`src/rtl/tat_ram.sv`:
```
// tat_ram: generic single write port, single read port ram, registered read
// no dependencies
module tat_ram #(
    parameter int WIDTH = 8,
    parameter int DEPTH = 16
) (
    input  logic                                   i_clk,
    input  logic                                   i_we,
    input  logic [((DEPTH > 1) ? $clog2(DEPTH) : 1)-1:0] i_waddr,
    input  logic [WIDTH-1:0]                       i_wdata,
    input  logic                                   i_re,
    input  logic [((DEPTH > 1) ? $clog2(DEPTH) : 1)-1:0] i_raddr,
    output logic [WIDTH-1:0]                       o_rdata
);

    logic [WIDTH-1:0] r_mem [DEPTH];
    logic [WIDTH-1:0] r_rdata;

    always_ff @(posedge i_clk) begin
        if (i_we) begin
            r_mem[i_waddr] <= i_wdata;
        end
        if (i_re) begin
            r_rdata <= r_mem[i_raddr];
        end
    end

    assign o_rdata = r_rdata;

endmodule
```
`config.mk`:
```
export PLATFORM = sky130hd
export DESIGN_NAME = tat_ram
export DESIGN_NICKNAME = d
export VERILOG_FILES = /design/src/rtl/tat_ram.sv
export SDC_FILE = /design/constraint.sdc
export NUM_CORES = 1
export LEC_CHECK = 0
export BUFFER_PORTS_ARGS = -buffer_cell sky130_fd_sc_hd__buf_2
export CORE_MARGIN = 8
export CORE_UTILIZATION = 30
export DETAILED_ROUTE_END_ITERATION = 16
export PLACE_DENSITY = 0.54
export SYNTH_ARGS = -nofsm -noshare
export SYNTH_HDL_FRONTEND = slang
export SYNTH_SLANG_ARGS = --single-unit
```
`constraint.sdc`:
```
create_clock -name i_clk -period 2.9 [get_ports i_clk]
set_input_delay 0.58 -clock i_clk [delete_from_list [all_inputs] [get_ports i_clk]]
set_output_delay 0.58 -clock i_clk [all_outputs]
set_load 0.1 [all_outputs]
```
Word-level counts from Yosys, hierarchy flattened
Memories as Yosys holds them, arrays and structs flattened. A register that Yosys moved wholly into a read port is not among the register bits. Cells that the tools add are included.

$add $sub $neg: 0. Multiply operators: 0. Div/mod/pow operators: 0. Magnitude comparators: 0. Eq/ne operators: 0. Shift operators: 0. Mux-type cells: 2. Bitwise logic cells: 0. Reductions and logical operators: 0.

Operator list (number): $mux 1 (2).

Register bits: 0. Latch bits: 0. Bits in writable memories: 128. Memory bits (read-only): 0. Logic and storage cells: 3. Memories kept: 1.

Memory list: r_mem (depth 16, width 8, rd ports 1, clocked after Yosys merged registers in 1, write ports 1, line 16) `logic [WIDTH-1:0] r_mem [DEPTH];`.

Depth between registers and ports, before layout
Depth in word-level cells: 2. Gate-level depth with buffers: 5.

Worst setup path after synthesis
OpenSTA, ideal clock, no wires.

Path kind: input port to flip-flop. Start: in i_waddr[2] in the netlist's numbering. End: mem r_mem[0][0], enable pin. Setup time: 383 ps. Data arrival time: 1690 ps. Required time: 2517 ps. Setup slack: 827 ps. Stages on the path: 2. Buffers on the path: 0. Path through: or3b_2 -> nor3_1.

RTL lines: start: declaration (line 9) `input logic [((DEPTH > 1) ? $clog2(DEPTH) : 1)-1:0] i_waddr,`; end: declaration (line 16).

No word-level cell before the write port.

Final worst setup path
Start: in i_waddr[2] in the netlist's numbering. End: mem r_mem[3][1], enable pin.

No word-level cell before the write port.

==> flow_metrics.tcl <==
set metrics [dict create \
    routed_wl_um 11100 \
    worstMarginPinSlew_ns 0.8480 \
    worst_hold_startpoint "i_re" \
    route.detailed.drc 0 \
    vias_per_cell 4.825 \
    syn2layout_area_growth_pct 19.41 \
    crit_type "input pin to flop" \
    setup-violations-final 0 \
    grt_pass1_vias 2591 \
    synthCells 229 \
    cp.arrival_ns 1.89 \
    pre_cts_slack_ns 0.5725 \
    hold-path-cell-count 1 \
    grt_usage 0.1062 \
    rsz0062_at_grt "no" \
    cts_buffers 17 \
    ir_drop_uv 567.1 \
    synth_top_area_frac 0.7812 \
    rows 48 \
    cts_setup_buffers 0 \
    reg2reg_from "r_mem[5][2]$_DFFE_PP_" \
    hold_violations 0 \
    netlist_area_mm2 0.005228 \
    core_mm2 0.01718 \
    reg2reg_depth 3 \
    antenna_cells 0 \
    outcome "finished clean" \
    wire_per_inst_um 21.56 \
    grt_pass1_wl_um 16630 \
    synth_largest_area_cell "edfxtp_1" \
    clockBufferDepth 2 \
    htree_levels 4 \
    final_cell_mix "edfxtp_1, buf_2, mux4_2, clkbuf_16, a22oi_1" \
    fmax_mhz 537.3 \
    route.vias.total 2485 \
    ys_warn_count 0 \
    overflow 0 \
    syn_avg_cell_area_um2 22.83 \
    setup_ws_ns 1.039 \
    dp_hpwl_um 6844 \
    holdBufCountCts 0 \
    cp_data_required_time_ns 2.92 \
    drv_slew 0 \
    grt_max_degree 33 \
    cap_violations 0 \
    layout_commonest_cell "edfxtp_1" \
    synth_area_leaders "edfxtp_1, mux4_2, mux4_1, a22oi_1, nor2_1" \
    min_period_ns 1.861 \
    cts_resized 0 \
    synth_fp_nets 248 \
    die_y_um 148.0 \
    min_period_over_period 0.6418 \
    whs_endpoint "o_rdata[5]$_DFFE_PP_" \
    critPathCaptureType "flop" \
    synth.distinct_cells 18 \
    cts_root_buf "clkbuf_16" \
    antenna_found_initial 0 \
    hold_path.class "input pin to flop" \
    design.portCount 27 \
    tns_ns 0 \
    ant_nets 0 \
    nNetsFinal 296 \
    clkSinkCount 136 \
    die_area_mm2 0.02191 \
    start_util 0.3043 \
    path_max_fanout 8 \
    cts_tree "done" \
    timing.rr.end "o_rdata[2]$_DFFE_PP_" \
    ys_seq_elements 136 \
    drt_iter0_markers 319 \
    synth.yosys.seq_area_share 0.7812 \
    drive_above_1_share 0.2862 \
    max_slew_margin 0.4326 \
    clk_pin_slew_worst_paths_ns 0.05 \
    clkLatencyLatePin_ns 0.40 \
    p_leak_uw 0.002069 \
    first_pass_iters 4 \
    place.gp.congestion 0.7234 \
    worst-r2r-setup-slack_ns 1.37 \
    die-width_um 148.0 \
    startpoint_type "input pin" \
    finClkSkew_ns 0.004555 \
    port_buffers 26 \
    power_density_mw_per_mm2 731.6 \
]
worst max-delay path, cell delays in order:
cell,delay (ns)
buf_2,0.11
or3b_2,0.52
nor2_1,0.67
layer usage:
layer / track usage / part of all wire
met1: 0.1498 / 0.47
met2: 0.1507 / 0.46
met3: 0.03393 / 0.056
met4: 0.03570 / 0.013
met5: 0 / 0
cells in the mapped netlist:
cell,number
buf_2,3
clkdlybuf4s25_2,3
nor3_1,4
or3b_2,1
and2b_1,1
buf_4,1
mux4_2,18
edfxtp_1,136
nand2_1,9
and2_1,1
nor2_1,13
nand3_1,1
a22oi_1,16
nand3b_1,2
mux4_1,14
buf_6,3
nor2b_1,1
nand2b_1,2
logic make-up after synthesis:
kind of cell           count (synthesis)  synth area share
flip-flops                           136            0.7812
AND/OR/NAND/NOR                       35           0.03136
multiplexers                          32            0.1479
AO/OA/AOI/OAI                         16           0.02298
buffers and inverters                 10           0.01651
how the worst max path moves through the flow:
stage	cells after the start	slack, ns	end	from
after detailed placement	3	0.57	r_mem[3][1]$_DFFE_PP_	i_waddr[2]
after CTS	3	1.00	r_mem[3][1]$_DFFE_PP_	i_waddr[2]
after floorplan	2	0.83	r_mem[0][0]$_DFFE_PP_	i_waddr[2]
after global placement	3	0.58	r_mem[1][1]$_DFFE_PP_	i_waddr[2]
final	3	1.04	r_mem[3][1]$_DFFE_PP_	i_waddr[2]
after global routing	3	0.98	r_mem[3][1]$_DFFE_PP_	i_waddr[2]
area by class of cell:
class                           instances  area [um^2]
Clock inverter                         14        137.6
Clock buffer                           18        429.2
Tap cell                              225        281.5
Timing Repair Buffer                   39        252.7
Fill cell                            1612        10930
Sequential cell                       136         4084
Multi-Input combinational cell         83         1057
per-stage QoR:
step	total power [uW]	instance area, um^2	hold slack, ns	instances	util
2_1_floorplan	2446	5228	0.6789	229	-
3_3_place_gp	2539	5675	0.7320	483	0.3304
3_5_place_dp	2545	5675	0.7347	483	0.3304
4_1_cts	4611	6242	0.5305	515	0.3634
5_1_grt	4702	6242	0.5303	515	0.3634
6_report	4567	6242	0.5510	515	0.3634
sequential cells by signal, summed over array words and instances, names as in the netlist:
name and count:
r_mem 128, o_rdata 8
where the power goes:
part / switching [uW] / internal (uW)
combinational: 189 / 84.2
sequential: 10.8 / 2220
clock: 743 / 1320
(Power assumes the default switching activity.)
